==> src/sv/ipc_pkg.sv <==
// Shared constants, types and helper functions for the interferometer phase correction.
// Used by every other file of the block; depends on nothing.
`default_nettype none

package ipc_pkg;

	localparam int NUM_CH     = 4;
	localparam int CH_W       = $clog2(NUM_CH);
	localparam int WINDOW_LEN = 4;
	localparam int FRAC_BITS  = 7;

	localparam int PHASE_W  = 17;
	localparam int FREQ_W   = 16;
	localparam int FREQ_FRAC = 8;
	localparam int FSUM_W   = FREQ_W + FREQ_FRAC + 1;
	localparam int SF_W     = 21;
	localparam int SKEW_W   = 8;
	localparam int OFFSET_W = 17;
	localparam int VAL_W    = 20;
	localparam int DELTA_W  = 20;
	localparam int SUM_W    = DELTA_W + $clog2(WINDOW_LEN);
	localparam int DEG_W    = 12;
	localparam int DEG_MAX  = 2047;
	localparam int DEG_MIN  = -2048;

	localparam int ADDR_W = 5;
	localparam int DATA_W = 32;

	localparam int MUL_W  = 32;
	localparam int PROD_W = 2 * MUL_W;

	localparam int SF_MAX      = 5000 << FREQ_FRAC;
	localparam int SF_FALLBACK = 3000 << FREQ_FRAC;

	// Skew term: f * skew * 360 * 2^7 / (44643 * 8 * 2^8), rounded half away.
	// Reduced to floor(((30 * |f * skew| + 29762) >> 2) / 14881), and the
	// division by 14881 is an exact reciprocal multiply for dividends below 2^31.
	localparam int SKEW_SCALE_W = 34;
	localparam int SKEW_BIAS    = 29762;
	localparam logic [MUL_W-1:0] SKEW_MAGIC = 32'd2364382239;
	localparam int SKEW_SHIFT   = 45;
	localparam int QUO_W        = 17;

	localparam int JUMP  = 150 << FRAC_BITS;
	localparam int CALM  = (20 * WINDOW_LEN) << FRAC_BITS;
	localparam int TENTH = ((1 << FRAC_BITS) + 5) / 10;

	typedef enum logic [2:0] {
		REG_ALPHA_SKEW,
		REG_BETA_SKEW,
		REG_ALPHA_LONG_SKEW,
		REG_BETA_LONG_SKEW,
		REG_ALPHA_OFFSET,
		REG_BETA_OFFSET,
		REG_ALPHA_LONG_OFFSET,
		REG_BETA_LONG_OFFSET
	} reg_idx_t;

	typedef struct packed {
		logic [NUM_CH-1:0][SKEW_W-1:0]   skew;
		logic [NUM_CH-1:0][OFFSET_W-1:0] offset;
	} cfg_t;

	// Round to whole degrees, halves away from zero, then saturate.
	function automatic logic signed [DEG_W-1:0] to_deg(input logic signed [VAL_W-1:0] v);
		logic [VAL_W-1:0]                mag;
		logic [VAL_W-FRAC_BITS:0]        r;
		logic signed [VAL_W-FRAC_BITS+1:0] d;
		mag = v[VAL_W-1] ? VAL_W'(-v) : VAL_W'(v);
		r = (VAL_W-FRAC_BITS+1)'(({1'b0, mag} + (VAL_W+1)'(1 << (FRAC_BITS-1))) >> FRAC_BITS);
		d = v[VAL_W-1] ? -$signed({1'b0, r}) : $signed({1'b0, r});
		if (d > (VAL_W-FRAC_BITS+2)'(DEG_MAX))
			d = (VAL_W-FRAC_BITS+2)'(DEG_MAX);
		if (d < (VAL_W-FRAC_BITS+2)'(DEG_MIN))
			d = (VAL_W-FRAC_BITS+2)'(DEG_MIN);
		return DEG_W'(d);
	endfunction

endpackage

`default_nettype wire

==> src/sv/ipc_if.sv <==
// Valid/ready channel interfaces for measurement requests and corrected results.
// Depends on ipc_pkg for field widths.
`default_nettype none

interface ipc_meas_if;
	logic                                 valid;
	logic                                 ready;
	logic signed [ipc_pkg::PHASE_W-1:0]   alpha_phase;
	logic signed [ipc_pkg::PHASE_W-1:0]   beta_phase;
	logic signed [ipc_pkg::PHASE_W-1:0]   alpha_long_phase;
	logic signed [ipc_pkg::PHASE_W-1:0]   beta_long_phase;
	logic [ipc_pkg::FREQ_W-1:0]           peak_freq;

	modport source(output valid, alpha_phase, beta_phase, alpha_long_phase, beta_long_phase,
		peak_freq, input ready);
	modport sink(input valid, alpha_phase, beta_phase, alpha_long_phase, beta_long_phase,
		peak_freq, output ready);
endinterface

interface ipc_res_if;
	logic                               valid;
	logic                               ready;
	logic signed [ipc_pkg::DEG_W-1:0]   alpha_deg;
	logic signed [ipc_pkg::DEG_W-1:0]   beta_deg;
	logic signed [ipc_pkg::DEG_W-1:0]   alpha_long_deg;
	logic signed [ipc_pkg::DEG_W-1:0]   beta_long_deg;

	modport source(output valid, alpha_deg, beta_deg, alpha_long_deg, beta_long_deg,
		input ready);
	modport sink(input valid, alpha_deg, beta_deg, alpha_long_deg, beta_long_deg,
		output ready);
endinterface

`default_nettype wire

==> src/sv/ipc_cfg.sv <==
// APB register file holding the skew and offset settings of the four baselines.
// Depends on ipc_pkg.
`default_nettype none

module ipc_cfg (
	input  wire logic                         clk,
	input  wire logic                         arst_n,
	input  wire logic                         psel,
	input  wire logic                         penable,
	input  wire logic                         pwrite,
	input  wire logic [ipc_pkg::ADDR_W-1:0]   paddr,
	input  wire logic [ipc_pkg::DATA_W-1:0]   pwdata,
	output logic      [ipc_pkg::DATA_W-1:0]   prdata,
	output logic                              pready,
	output ipc_pkg::cfg_t                     cfg
);

	ipc_pkg::cfg_t     cfg_q;
	ipc_pkg::reg_idx_t idx;
	logic              wr_en;

	assign idx    = ipc_pkg::reg_idx_t'(paddr[ipc_pkg::ADDR_W-1:2]);
	assign wr_en  = psel && penable && pwrite;
	assign pready = 1'b1;
	assign cfg    = cfg_q;

	always_ff @(posedge clk or negedge arst_n) begin
		if (!arst_n) begin
			cfg_q <= '0;
		end else if (wr_en) begin
			unique case (idx)
				ipc_pkg::REG_ALPHA_SKEW:        cfg_q.skew[0] <= {pwdata[6], pwdata[6:0]};
				ipc_pkg::REG_BETA_SKEW:         cfg_q.skew[1] <= {pwdata[6], pwdata[6:0]};
				ipc_pkg::REG_ALPHA_LONG_SKEW:   cfg_q.skew[2] <= pwdata[7:0];
				ipc_pkg::REG_BETA_LONG_SKEW:    cfg_q.skew[3] <= pwdata[7:0];
				ipc_pkg::REG_ALPHA_OFFSET:      cfg_q.offset[0] <= pwdata[16:0];
				ipc_pkg::REG_BETA_OFFSET:       cfg_q.offset[1] <= pwdata[16:0];
				ipc_pkg::REG_ALPHA_LONG_OFFSET: cfg_q.offset[2] <= pwdata[16:0];
				ipc_pkg::REG_BETA_LONG_OFFSET:  cfg_q.offset[3] <= pwdata[16:0];
				default: ;
			endcase
		end
	end

	always_comb begin
		unique case (idx)
			ipc_pkg::REG_ALPHA_SKEW:        prdata = {{24{cfg_q.skew[0][7]}}, cfg_q.skew[0]};
			ipc_pkg::REG_BETA_SKEW:         prdata = {{24{cfg_q.skew[1][7]}}, cfg_q.skew[1]};
			ipc_pkg::REG_ALPHA_LONG_SKEW:   prdata = {{24{cfg_q.skew[2][7]}}, cfg_q.skew[2]};
			ipc_pkg::REG_BETA_LONG_SKEW:    prdata = {{24{cfg_q.skew[3][7]}}, cfg_q.skew[3]};
			ipc_pkg::REG_ALPHA_OFFSET:      prdata = {{15{cfg_q.offset[0][16]}}, cfg_q.offset[0]};
			ipc_pkg::REG_BETA_OFFSET:       prdata = {{15{cfg_q.offset[1][16]}}, cfg_q.offset[1]};
			ipc_pkg::REG_ALPHA_LONG_OFFSET: prdata = {{15{cfg_q.offset[2][16]}}, cfg_q.offset[2]};
			ipc_pkg::REG_BETA_LONG_OFFSET:  prdata = {{15{cfg_q.offset[3][16]}}, cfg_q.offset[3]};
			default:                        prdata = '0;
		endcase
	end

endmodule

`default_nettype wire

==> src/sv/ipc_mul.sv <==
// Shared unsigned multiplier with a registered product, reused for every skew term.
// Depends on ipc_pkg.
`default_nettype none

module ipc_mul (
	input  wire logic                         clk,
	input  wire logic                         en,
	input  wire logic [ipc_pkg::MUL_W-1:0]    a,
	input  wire logic [ipc_pkg::MUL_W-1:0]    b,
	output logic      [ipc_pkg::PROD_W-1:0]   prod
);

	logic [ipc_pkg::PROD_W-1:0] prod_q;

	always_ff @(posedge clk) begin
		if (en)
			prod_q <= ipc_pkg::PROD_W'(a) * ipc_pkg::PROD_W'(b);
	end

	assign prod = prod_q;

endmodule

`default_nettype wire

==> src/sv/ipc_restore.sv <==
// Sign restore for one short baseline: previous phase and window of magnitude changes.
// Depends on ipc_pkg.
`default_nettype none

module ipc_restore (
	input  wire logic                               clk,
	input  wire logic                               arst_n,
	input  wire logic                               upd,
	input  wire logic signed [ipc_pkg::VAL_W-1:0]   v,
	output logic signed      [ipc_pkg::VAL_W-1:0]   res
);

	logic signed [ipc_pkg::VAL_W-1:0]   prev_q;
	logic signed [ipc_pkg::DELTA_W-1:0] win_q [ipc_pkg::WINDOW_LEN];
	logic signed [ipc_pkg::SUM_W-1:0]   sum;
	logic [ipc_pkg::SUM_W-1:0]          abs_sum;
	logic signed [ipc_pkg::VAL_W:0]     diff;
	logic [ipc_pkg::VAL_W:0]            abs_diff;
	logic [ipc_pkg::VAL_W-1:0]          abs_v;
	logic [ipc_pkg::VAL_W-1:0]          abs_prev;
	logic                               flip;
	logic signed [ipc_pkg::DELTA_W-1:0] delta;

	always_comb begin
		sum = '0;
		for (int i = 0; i < ipc_pkg::WINDOW_LEN; i++)
			sum = sum + ipc_pkg::SUM_W'(win_q[i]);
	end

	assign abs_sum  = sum[ipc_pkg::SUM_W-1] ? ipc_pkg::SUM_W'(-sum) : ipc_pkg::SUM_W'(sum);
	assign diff     = {v[ipc_pkg::VAL_W-1], v} - {prev_q[ipc_pkg::VAL_W-1], prev_q};
	assign abs_diff = diff[ipc_pkg::VAL_W] ? (ipc_pkg::VAL_W+1)'(-diff)
		: (ipc_pkg::VAL_W+1)'(diff);
	assign abs_v    = v[ipc_pkg::VAL_W-1] ? ipc_pkg::VAL_W'(-v) : ipc_pkg::VAL_W'(v);
	assign abs_prev = prev_q[ipc_pkg::VAL_W-1] ? ipc_pkg::VAL_W'(-prev_q)
		: ipc_pkg::VAL_W'(prev_q);

	assign flip = (abs_sum < ipc_pkg::SUM_W'(ipc_pkg::CALM))
		&& (abs_diff > (ipc_pkg::VAL_W+1)'(ipc_pkg::JUMP))
		&& (abs_v > ipc_pkg::VAL_W'(ipc_pkg::JUMP));

	// Take the sign of the previous sample: positive only if it was above zero.
	assign res = !flip ? v
		: (prev_q > 0) ? $signed(abs_v) : -$signed(abs_v);

	assign delta = ipc_pkg::DELTA_W'({1'b0, abs_v} - {1'b0, abs_prev});

	always_ff @(posedge clk or negedge arst_n) begin
		if (!arst_n) begin
			prev_q <= '0;
			for (int i = 0; i < ipc_pkg::WINDOW_LEN; i++)
				win_q[i] <= ipc_pkg::DELTA_W'(ipc_pkg::TENTH);
		end else if (upd) begin
			prev_q <= res;
			for (int i = 0; i < ipc_pkg::WINDOW_LEN - 1; i++)
				win_q[i] <= win_q[i+1];
			win_q[ipc_pkg::WINDOW_LEN-1] <= delta;
		end
	end

endmodule

`default_nettype wire

==> src/sv/interferometer_phase_correction.sv <==
// Interferometer phase correction: an accepted measurement request smooths the peak
// frequency, adds a skew term and an offset to each of the four phases, restores the
// sign of the short-baseline phases after a false flip and returns the four phases in
// whole degrees. One shared multiplier forms each skew term in two passes (frequency
// times skew, then an exact reciprocal multiply for the constant divisor); each
// baseline steps through S_MUL_P, S_MUL_Y and S_ACC in turn. The next request is taken
// only once the result is loaded, which waits while the output register is still full.
// The user must write settings over APB while the block is idle; the block does not check.
// Depends on ipc_pkg, ipc_if, ipc_cfg, ipc_mul and ipc_restore.
`default_nettype none

module interferometer_phase_correction (
	input  wire logic                         clk,
	input  wire logic                         arst_n,
	ipc_meas_if.sink                          meas,
	ipc_res_if.source                         corr,
	input  wire logic                         psel,
	input  wire logic                         penable,
	input  wire logic                         pwrite,
	input  wire logic [ipc_pkg::ADDR_W-1:0]   paddr,
	input  wire logic [ipc_pkg::DATA_W-1:0]   pwdata,
	output logic      [ipc_pkg::DATA_W-1:0]   prdata,
	output logic                              pready
);

	typedef enum logic [2:0] {
		S_IDLE,
		S_MUL_P,
		S_MUL_Y,
		S_ACC,
		S_DONE
	} state_t;

	state_t                             state_q;
	logic [ipc_pkg::CH_W-1:0]           ch_q;
	logic [ipc_pkg::SF_W-1:0]           sf_q;
	logic                               out_valid_q;

	logic signed [ipc_pkg::PHASE_W-1:0] phase_q [ipc_pkg::NUM_CH];
	logic signed [ipc_pkg::VAL_W-1:0]   v_q [ipc_pkg::NUM_CH];
	logic signed [ipc_pkg::DEG_W-1:0]   alpha_deg_q;
	logic signed [ipc_pkg::DEG_W-1:0]   beta_deg_q;
	logic signed [ipc_pkg::DEG_W-1:0]   alpha_long_deg_q;
	logic signed [ipc_pkg::DEG_W-1:0]   beta_long_deg_q;

	ipc_pkg::cfg_t                      cfg;
	logic                               accept;
	logic                               load;
	logic [ipc_pkg::FSUM_W-1:0]         fsum;
	logic [ipc_pkg::FSUM_W-2:0]         fhalf;
	logic [ipc_pkg::SF_W-1:0]           sf_next;

	logic signed [ipc_pkg::SKEW_W-1:0]  skew;
	logic [ipc_pkg::SKEW_W-1:0]         skew_mag;
	logic [ipc_pkg::SKEW_SCALE_W-1:0]   p_ext;
	logic [ipc_pkg::SKEW_SCALE_W-1:0]   scaled;
	logic [ipc_pkg::MUL_W-1:0]          y;
	logic [ipc_pkg::QUO_W-1:0]          quo;
	logic signed [ipc_pkg::VAL_W-1:0]   skew_corr;
	logic signed [ipc_pkg::VAL_W-1:0]   v_acc;

	logic                               mul_en;
	logic [ipc_pkg::MUL_W-1:0]          mul_a;
	logic [ipc_pkg::MUL_W-1:0]          mul_b;
	logic [ipc_pkg::PROD_W-1:0]         prod;

	logic signed [ipc_pkg::VAL_W-1:0]   alpha_res;
	logic signed [ipc_pkg::VAL_W-1:0]   beta_res;

	ipc_cfg u_cfg (
		.clk     (clk),
		.arst_n  (arst_n),
		.psel    (psel),
		.penable (penable),
		.pwrite  (pwrite),
		.paddr   (paddr),
		.pwdata  (pwdata),
		.prdata  (prdata),
		.pready  (pready),
		.cfg     (cfg)
	);

	ipc_mul u_mul (
		.clk  (clk),
		.en   (mul_en),
		.a    (mul_a),
		.b    (mul_b),
		.prod (prod)
	);

	ipc_restore u_restore_alpha (
		.clk    (clk),
		.arst_n (arst_n),
		.upd    (load),
		.v      (v_q[0]),
		.res    (alpha_res)
	);

	ipc_restore u_restore_beta (
		.clk    (clk),
		.arst_n (arst_n),
		.upd    (load),
		.v      (v_q[1]),
		.res    (beta_res)
	);

	assign meas.ready = (state_q == S_IDLE);
	assign accept     = meas.valid && meas.ready;
	assign load       = (state_q == S_DONE) && (!out_valid_q || corr.ready);

	// Move halfway toward the new peak; fall back when out of range.
	assign fsum    = ipc_pkg::FSUM_W'(sf_q) + ipc_pkg::FSUM_W'({meas.peak_freq,
		{ipc_pkg::FREQ_FRAC{1'b0}}});
	assign fhalf   = fsum[ipc_pkg::FSUM_W-1:1];
	assign sf_next = (fhalf > (ipc_pkg::FSUM_W-1)'(ipc_pkg::SF_MAX))
		? ipc_pkg::SF_W'(ipc_pkg::SF_FALLBACK) : ipc_pkg::SF_W'(fhalf);

	assign skew     = $signed(cfg.skew[ch_q]);
	assign skew_mag = skew[ipc_pkg::SKEW_W-1] ? ipc_pkg::SKEW_W'(-skew) : ipc_pkg::SKEW_W'(skew);

	// Magnitude of f * skew is in the low bits of the product after the first pass.
	assign p_ext  = ipc_pkg::SKEW_SCALE_W'(prod[ipc_pkg::SF_W+ipc_pkg::SKEW_W-1:0]);
	assign scaled = (p_ext << 5) - (p_ext << 1) + ipc_pkg::SKEW_SCALE_W'(ipc_pkg::SKEW_BIAS);
	assign y      = scaled[ipc_pkg::SKEW_SCALE_W-1:2];

	assign quo       = prod[ipc_pkg::SKEW_SHIFT+ipc_pkg::QUO_W-1:ipc_pkg::SKEW_SHIFT];
	assign skew_corr = skew[ipc_pkg::SKEW_W-1] ? -$signed(ipc_pkg::VAL_W'(quo))
		: $signed(ipc_pkg::VAL_W'(quo));
	assign v_acc = ipc_pkg::VAL_W'(phase_q[ch_q]) + skew_corr
		+ ipc_pkg::VAL_W'($signed(cfg.offset[ch_q]));

	always_comb begin
		mul_en = 1'b0;
		mul_a  = ipc_pkg::MUL_W'(sf_q);
		mul_b  = ipc_pkg::MUL_W'(skew_mag);
		case (state_q)
			S_MUL_P: begin
				mul_en = 1'b1;
			end
			S_MUL_Y: begin
				mul_en = 1'b1;
				mul_a  = y;
				mul_b  = ipc_pkg::SKEW_MAGIC;
			end
			default: ;
		endcase
	end

	always_ff @(posedge clk or negedge arst_n) begin
		if (!arst_n) begin
			state_q     <= S_IDLE;
			ch_q        <= '0;
			sf_q        <= '0;
			out_valid_q <= 1'b0;
		end else begin
			if (load)
				out_valid_q <= 1'b1;
			else if (corr.ready)
				out_valid_q <= 1'b0;
			unique case (state_q)
				S_IDLE: begin
					if (meas.valid) begin
						sf_q    <= sf_next;
						ch_q    <= '0;
						state_q <= S_MUL_P;
					end
				end
				S_MUL_P: begin
					state_q <= S_MUL_Y;
				end
				S_MUL_Y: begin
					state_q <= S_ACC;
				end
				S_ACC: begin
					if (ch_q == ipc_pkg::CH_W'(ipc_pkg::NUM_CH - 1)) begin
						state_q <= S_DONE;
					end else begin
						ch_q    <= ch_q + ipc_pkg::CH_W'(1);
						state_q <= S_MUL_P;
					end
				end
				S_DONE: begin
					if (load)
						state_q <= S_IDLE;
				end
				default: state_q <= S_IDLE;
			endcase
		end
	end

	always_ff @(posedge clk) begin
		if (accept) begin
			phase_q[0] <= meas.alpha_phase;
			phase_q[1] <= meas.beta_phase;
			phase_q[2] <= meas.alpha_long_phase;
			phase_q[3] <= meas.beta_long_phase;
		end
		if (state_q == S_ACC)
			v_q[ch_q] <= v_acc;
		if (load) begin
			alpha_deg_q      <= ipc_pkg::to_deg(alpha_res);
			beta_deg_q       <= ipc_pkg::to_deg(beta_res);
			alpha_long_deg_q <= ipc_pkg::to_deg(v_q[2]);
			beta_long_deg_q  <= ipc_pkg::to_deg(v_q[3]);
		end
	end

	assign corr.valid          = out_valid_q;
	assign corr.alpha_deg      = alpha_deg_q;
	assign corr.beta_deg       = beta_deg_q;
	assign corr.alpha_long_deg = alpha_long_deg_q;
	assign corr.beta_long_deg  = beta_long_deg_q;

endmodule

`default_nettype wire
==> src/flat_wrapper.sv <==
// flat-port wrapper written by rule: the top's interface ports become plain ports
module interferometer_phase_correction_flat 
  (clk, arst_n, psel, penable, pwrite, paddr, pwdata, prdata, pready, meas_valid, meas_alpha_phase, meas_beta_phase, meas_alpha_long_phase, meas_beta_long_phase, meas_peak_freq, meas_ready, corr_valid, corr_alpha_deg, corr_beta_deg, corr_alpha_long_deg, corr_beta_long_deg, corr_ready);
  ipc_meas_if meas_i ();
  ipc_res_if corr_i ();
  input  wire logic clk;
  input  wire logic arst_n;
  input  wire logic psel;
  input  wire logic penable;
  input  wire logic pwrite;
  input  wire logic [ipc_pkg::ADDR_W-1:0] paddr;
  input  wire logic [ipc_pkg::DATA_W-1:0] pwdata;
  output logic      [ipc_pkg::DATA_W-1:0] prdata;
  output logic pready;
  input wire logic [$bits(meas_i.valid)-1:0] meas_valid;
  input wire logic [$bits(meas_i.alpha_phase)-1:0] meas_alpha_phase;
  input wire logic [$bits(meas_i.beta_phase)-1:0] meas_beta_phase;
  input wire logic [$bits(meas_i.alpha_long_phase)-1:0] meas_alpha_long_phase;
  input wire logic [$bits(meas_i.beta_long_phase)-1:0] meas_beta_long_phase;
  input wire logic [$bits(meas_i.peak_freq)-1:0] meas_peak_freq;
  output wire logic [$bits(meas_i.ready)-1:0] meas_ready;
  output wire logic [$bits(corr_i.valid)-1:0] corr_valid;
  output wire logic [$bits(corr_i.alpha_deg)-1:0] corr_alpha_deg;
  output wire logic [$bits(corr_i.beta_deg)-1:0] corr_beta_deg;
  output wire logic [$bits(corr_i.alpha_long_deg)-1:0] corr_alpha_long_deg;
  output wire logic [$bits(corr_i.beta_long_deg)-1:0] corr_beta_long_deg;
  input wire logic [$bits(corr_i.ready)-1:0] corr_ready;
  assign meas_i.valid = meas_valid;
  assign meas_i.alpha_phase = meas_alpha_phase;
  assign meas_i.beta_phase = meas_beta_phase;
  assign meas_i.alpha_long_phase = meas_alpha_long_phase;
  assign meas_i.beta_long_phase = meas_beta_long_phase;
  assign meas_i.peak_freq = meas_peak_freq;
  assign meas_ready = meas_i.ready;
  assign corr_valid = corr_i.valid;
  assign corr_alpha_deg = corr_i.alpha_deg;
  assign corr_beta_deg = corr_i.beta_deg;
  assign corr_alpha_long_deg = corr_i.alpha_long_deg;
  assign corr_beta_long_deg = corr_i.beta_long_deg;
  assign corr_i.ready = corr_ready;
  interferometer_phase_correction u_core (.clk(clk), .arst_n(arst_n), .meas(meas_i), .corr(corr_i), .psel(psel), .penable(penable), .pwrite(pwrite), .paddr(paddr), .pwdata(pwdata), .prdata(prdata), .pready(pready));
endmodule
==> config.mk <==
export PLATFORM = sky130hd
export DESIGN_NAME = interferometer_phase_correction_flat
export DESIGN_NICKNAME = d
export VERILOG_FILES = /design/src/sv/ipc_pkg.sv /design/src/sv/ipc_if.sv /design/src/sv/ipc_cfg.sv /design/src/sv/ipc_mul.sv /design/src/sv/ipc_restore.sv /design/src/sv/interferometer_phase_correction.sv /design/src/flat_wrapper.sv
export SDC_FILE = /design/constraint.sdc
export NUM_CORES = 2
export LEC_CHECK = 0
export CAP_MARGIN = 10
export CORE_MARGIN = 5
export CORE_UTILIZATION = 35
export CTS_CLUSTER_SIZE = 14
export DETAILED_ROUTE_END_ITERATION = 8
export DONT_BUFFER_PORTS = 1
export PLACE_DENSITY = 0.45
export SKIP_CTS_REPAIR_TIMING = 1
export SYNTH_ARGS = -nofsm -noshare
export SYNTH_HDL_FRONTEND = slang
export SYNTH_SLANG_ARGS = --single-unit
==> constraint.sdc <==
create_clock -name clk -period 19.1 [get_ports clk]
set_clock_uncertainty 0.2 [all_clocks]
set_input_delay 0.955 -clock clk [delete_from_list [all_inputs] [get_ports clk]]
set_output_delay 0.955 -clock clk [all_outputs]
set_load 0.02 [all_outputs]
After elaboration in Yosys (flattened, before gate mapping)
Memories as Yosys holds them, arrays and structs flattened.
Index checks and enable logic that the tools add are counted.

word-level totals
  register bits after elaboration = 435
  memory bits (writable) = 148
  output and inout port bits = 83
  word-level logic and storage cells = 181
  memories kept = 2

cells by class
  $add $sub $neg = 40
  $mul = 1
  magnitude comparators = 18
  equal/unequal tests = 15
  muxes and demuxes = 52
  reductions and logical operators = 26

memories
  name            words  bits a word  rd ports  clocked after memory_dff  wr ports  line                                   RTL
  u_core.v_q      4      20           4         0                         1         interferometer_phase_correction.sv:40  logic signed [ipc_pkg::VAL_W-1:0] v_q [ipc_pkg::NUM_CH];
  u_core.phase_q  4      17           1         0                         4         interferometer_phase_correction.sv:39  logic signed [ipc_pkg::PHASE_W-1:0] phase_q [ipc_pkg::NUM_CH];

operators with widths
  kind                      number
  $mux W20                  13
  $pmux W32 S8              1
  $neg A20 Y20              10
  $mux W15                  12
  $add A20 B7 Y21 const B   4
  $mux W32                  2
  $mux W21                  3
  $mul A32 B32 Y62          1
  $gt A15 B12 Y1 const B    4
  $lt A15 B12 Y1 const B    4
  $neg A14 Y15              4
  $add A21 B20 Y22          2
  $add A22 B20 Y22          2
  $lt A22 B14 Y1 const B    2
  $mux W22                  2
  $neg A22 Y22              2
  $add A20 B20 Y21          2
  $gt A21 B15 Y1 const B    2
  $neg A21 Y21              2
  $sub A20 B20 Y21          2
  $gt A20 B1 Y1 const B     2
  $gt A20 B15 Y1 const B    2
  $sub A20 B20 Y20          2
  $add A34 B15 Y34 const B  1
  32 further kinds          69

Depth between registers and ports, before layout
  depth after elaboration = 18
  mapped depth = 51
  gate-level depth less buffers = 51

Modules after synthesis
Synthesis repeated with hierarchy kept, for this count alone.

second synthesis, totals
  cells, all modules = 8498
  area, all modules = 78755.5 um^2

by module, submodules not included
  module                                instances  cells an instance  area an instance (um^2)  sequential area each (um^2)
  ipc_mul                               1          3839               35499.0                  1921.8
  interferometer_phase_correction       1          1774               17937.2                  6561.3
  ipc_restore (u_core.u_restore_beta)   1          1292               10339.9                  2517.4
  ipc_restore (u_core.u_restore_alpha)  1          1258               10271.1                  2517.4
  ipc_cfg                               1          335                4708.3                   2452.4

Least setup slack after synthesis
OpenSTA, ideal clock, no wires.

  kind = register to register
  from = register u_core.u_mul.prod_q (netlist bit u_core.u_mul.prod[0])
  to = register u_core.u_mul.prod_q (netlist bit u_core.u_mul.prod[61]) (data pin)
  setup time = 0.259 ns
  arrival time = 11.030 ns
  setup slack = 7.612 ns
  stages on the path, launching flop included = 50
  path buffers = 0
  clock period less this slack = 11.488 ns
  cells stage by stage = edfxtp_1 ha_1 ha_1 nand3b_1 o31a_1 o21bai_1 a21oi_1 o21bai_1 a21oi_1 o21bai_1 a21oi_1 nor2b_1 o31ai_1 a21oi_1 a211o_1 a31o_2 a41oi_1 nand2b_1 (+14 left out) fa_1 inv_1 ha_1 a21o_1 a21o_1 a221o_1 a21o_1 a21oi_1 o21ai_0 a2111o_1 o221ai_1 a211o_1 o311ai_0 nand2_1 o21ai_0 a21oi_1 xnor2_1 xnor2_1

on the way
  word-level cells in the longest chain between the ends = 4

ends and longest elaborated chain
  item                    line                                    RTL
  from (decl)             ipc_mul.sv:13                           logic [ipc_pkg::PROD_W-1:0] prod_q;
  from (signal assigned)  ipc_mul.sv:17                           prod_q <= ipc_pkg::PROD_W'(a) * ipc_pkg::PROD_W'(b);
  $sub A34 B30 Y34        interferometer_phase_correction.sv:123  assign scaled = (p_ext << 5) - (p_ext << 1) + ipc_pkg::SKEW_SCALE_W'(ipc_pkg::SKEW_BIAS);
  $add A34 B15 Y34        interferometer_phase_correction.sv:123
  $mux W32                interferometer_phase_correction.sv:136  case (state_q)
  $mul A32 B32 Y62        ipc_mul.sv:17

No other way between the ends.
A chain may end at the register's enable or synchronous reset.

Worst setup path in the final report
  from = register u_core.u_mul.prod_q (netlist bit u_core.u_mul.prod[5])
  to = register u_core.u_mul.prod_q (netlist bit u_core.u_mul.prod[58]) (data pin)

Same word-level chain as after synthesis.

==> reports/metrics.yaml <==
synthXorXnorAreaFrac_pct: 5.70
synth.most_common_cell: "inv_1"
async_reset_ff_share_pct: 57.3
via_per_inst: 5.02
grt_max_degree: 326
vias: 47300
arrival_ps: 14160
worst_ep_required_time_ps: 19360
root_buffer: "clkbuf_16"
period_share_pct: 72.8
criticalPathCategory: "reg -> reg"
cp-startpoint: "u_core.u_mul.prod[5]$_DFFE_PP_"
syn_avg_cell_area_um2: 9.33
use_met3_pct: 2.27
rows: 158
synthAdderAreaFrac_pct: 31.3
syn-instance-count: 6946
synth_cell_types: 116
max_stage_delay_ps: 670
cp-endpoint: "u_core.u_mul.prod[58]$_DFFE_PP_"
met1_usage_pct: 25.8
use_met2_pct: 32.5
critPathBufInv: 6
clkTransAtPathRegs_ps: 60
ys_seq_elements: 567
grt_overflow: 0
clkSinkCount: 567
synth_edf_count: 242
cts_buffers: 77
cap_viol_max_count: 0
wire_per_inst_um: 19.5
hold_violations: 0
r2r-end: "u_core.u_mul.prod[58]$_DFFE_PP_"
r2r_cells: 49
synth_ff_type: "dfrtp_1"
start_kind: "flop"
antenna_found_initial: 2
syn-cell-area_um2: 64800
wl_mm: 184
cp_slowest_cell: "o21ai_0"
place_hpwl_mm: 148
worstReg2RegStart: "u_core.u_mul.prod[5]$_DFFE_PP_"
slew_violations: 273
fillCellCount: 18700
core_um2: 185000
grt_pass1_vias: 48400
busiest_layer: "met2"
place.gp.congestion: 0.872
worst-slew-pin-transition_ps: 2140
die_y_um: 440
drt-pass1-iter-count: 5
nNetsFinal: 8243
synth_area_leaders: "fa_1, dfrtp_1, edfxtp_1"
cp.depth: 49
yosys.area_share.simple_pct: 12.0
htree_levels: 3
synth_top_cell_area_share_pct: 20.2
cts_tree: "yes"
die-width_um: 440
port_buffers: 0
clockBufferDepth: 3
regToRegSetupSlack_ps: 5200
grt.total_usage_pct: 19.1
setup.worst_path.end_class: "flop"
rsz0062_at_grt: "false"
outcome: "finished with violations"
dieArea_um2: 194000
synth_top_family_by_area: "adder cells"
drc: 0
period_needed_ps: 13900
yosys_warnings: 0
crit_family: "compound AO/OA/AOI/OAI gates"
start_util_pct: 35.1
fmax_mhz: 71.9
violations: "max-slew violations"
seq_area_frac_synth_pct: 23.8
synth_largest_area_cell: "fa_1"
area_growth_pct: 8.25
setup_violations: 0
synth_mux_area_share_pct: 4.56
grt_pass1_wl_mm: 288
path_max_fanout: 6
ios: 211
hold_path_class: "in -> async"
detail_route.iter0.violations: 2524
finalSetupTns_ps: 0
drive_gt1_share_pct: 6.67
clock_latency_ps: 720
antenna_left: 0
synth-compound-area-share_pct: 13.7
netlist_top_cells_count: "inv_1, nand2_1, fa_1"
slew_headroom_pct: -42.4
through the flow:
| step | worst slack (ps) | cell area [µm²] | hold WS (ps) | util [%] | std cells |
|---|---|---|---|---|---|
| 3_5_place_dp | 5300 | 67600 | 257 | 36.6 | 9289 |
| 4_1_cts | 5300 | 70100 | -351 | 37.9 | 9431 |
| 6_report | 5200 | 70200 | 61.2 | 38.0 | 9434 |
| 5_1_grt | 4570 | 70200 | 78.8 | 38.0 | 9433 |
| 3_3_place_gp | 5410 | 67600 | 249 | 36.6 | 9289 |
| 2_1_floorplan | 7610 | 64900 | 242 | - | 6978 |
metal layers:
| layer | wire (µm) | vias to the layer above |
|---|---|---|
| met5 | 0 | - |
| met4 | 4420 | 0 |
| met3 | 5660 | 174 |
| met2 | 89700 | 611 |
| met1 | 84000 | 23500 |
| li1 | - | 23100 |
cell usage in the layout, fill, tap and decap left out, drive strengths merged, types with 57 or more instances in the layout:
master / Yosys / final
a211oi: 61 / 61
a21o: 100 / 100
a21oi: 304 / 304
buf: 56 / 58
clkbuf: 169 / 103
dfrtp: 301 / 301
edfxtp: 242 / 242
fa: 654 / 654
ha: 571 / 571
inv: 1294 / 1300
mux2: 111 / 111
mux2i: 72 / 72
nand2: 675 / 675
nand2b: 57 / 57
nand3: 81 / 81
nor2: 311 / 311
nor3: 97 / 97
o21ai: 416 / 416
o31ai: 73 / 73
xnor2: 289 / 289
xor2: 133 / 133
layout make-up:
cell class	instances	area (µm²)	area share, %
multi-input cells	4891	43700	62.3
clock buffers	103	2040	2.91
repair buffers	58	468	0.667
well taps	2480	3100	4.42
diodes	1	2.50	0.00357
clock inverters	39	500	0.713
inverters	1295	4870	6.94
flip-flops and latches	567	15400	22.0
cells by family after synthesis:
group                    after synthesis
buffers and inverters               1520
AO/OA/AOI/OAI                       1364
flip-flops                           567
adder cells (fa/ha/maj)             1227
XOR/XNOR                             422
AND/OR/NAND/NOR                     1619
other                                  2
multiplexers                         225
worst min path at each step:
stage / from / endpoint / slack, ps / depth (start not counted)
6_report: arst_n / u_core.u_cfg.cfg[71]$_DFFE_PN0P_ / 60 / 1
5_1_grt: meas_beta_long_phase[2] / u_core.phase_q[3][2]$_DFFE_PP_ / 80 / 0
4_1_cts: arst_n / u_core.u_cfg.cfg[97]$_DFFE_PN0P_ / -350 / 0
3_5_place_dp: u_core.u_restore_alpha.win_q[60]$_DFFE_PN1P_ / u_core.u_restore_alpha.win_q[60]$_DFFE_PN1P_ / 260 / 2
3_3_place_gp: u_core.u_restore_alpha.win_q[60]$_DFFE_PN1P_ / u_core.u_restore_alpha.win_q[60]$_DFFE_PN1P_ / 250 / 2
2_1_floorplan: u_core.u_restore_alpha.win_q[60]$_DFFE_PN1P_ / u_core.u_restore_alpha.win_q[60]$_DFFE_PN1P_ / 240 / 2
sequential cells by signal, summed over array words and instances, names as in the netlist:
register	flops
u_core.corr.beta_long_deg	12
u_core.u_restore_beta.win_q	80
u_core.u_cfg.cfg	98
u_core.ch_q	2
u_core.u_restore_alpha.prev_q	20
u_core.sf_q	21
u_core.corr.alpha_deg	12
u_core.u_mul.prod	46
u_core.corr.beta_deg	12
u_core.state_q	3
u_core.u_restore_alpha.win_q	80
u_core.corr.valid	1
u_core.v_q	80
u_core.phase_q	68
u_core.u_restore_beta.prev_q	20
u_core.corr.alpha_long_deg	12
Power is left out: the tool's default activity adds up to more than one toggle a clock period on the data nets, which glitch-free logic cannot reach.
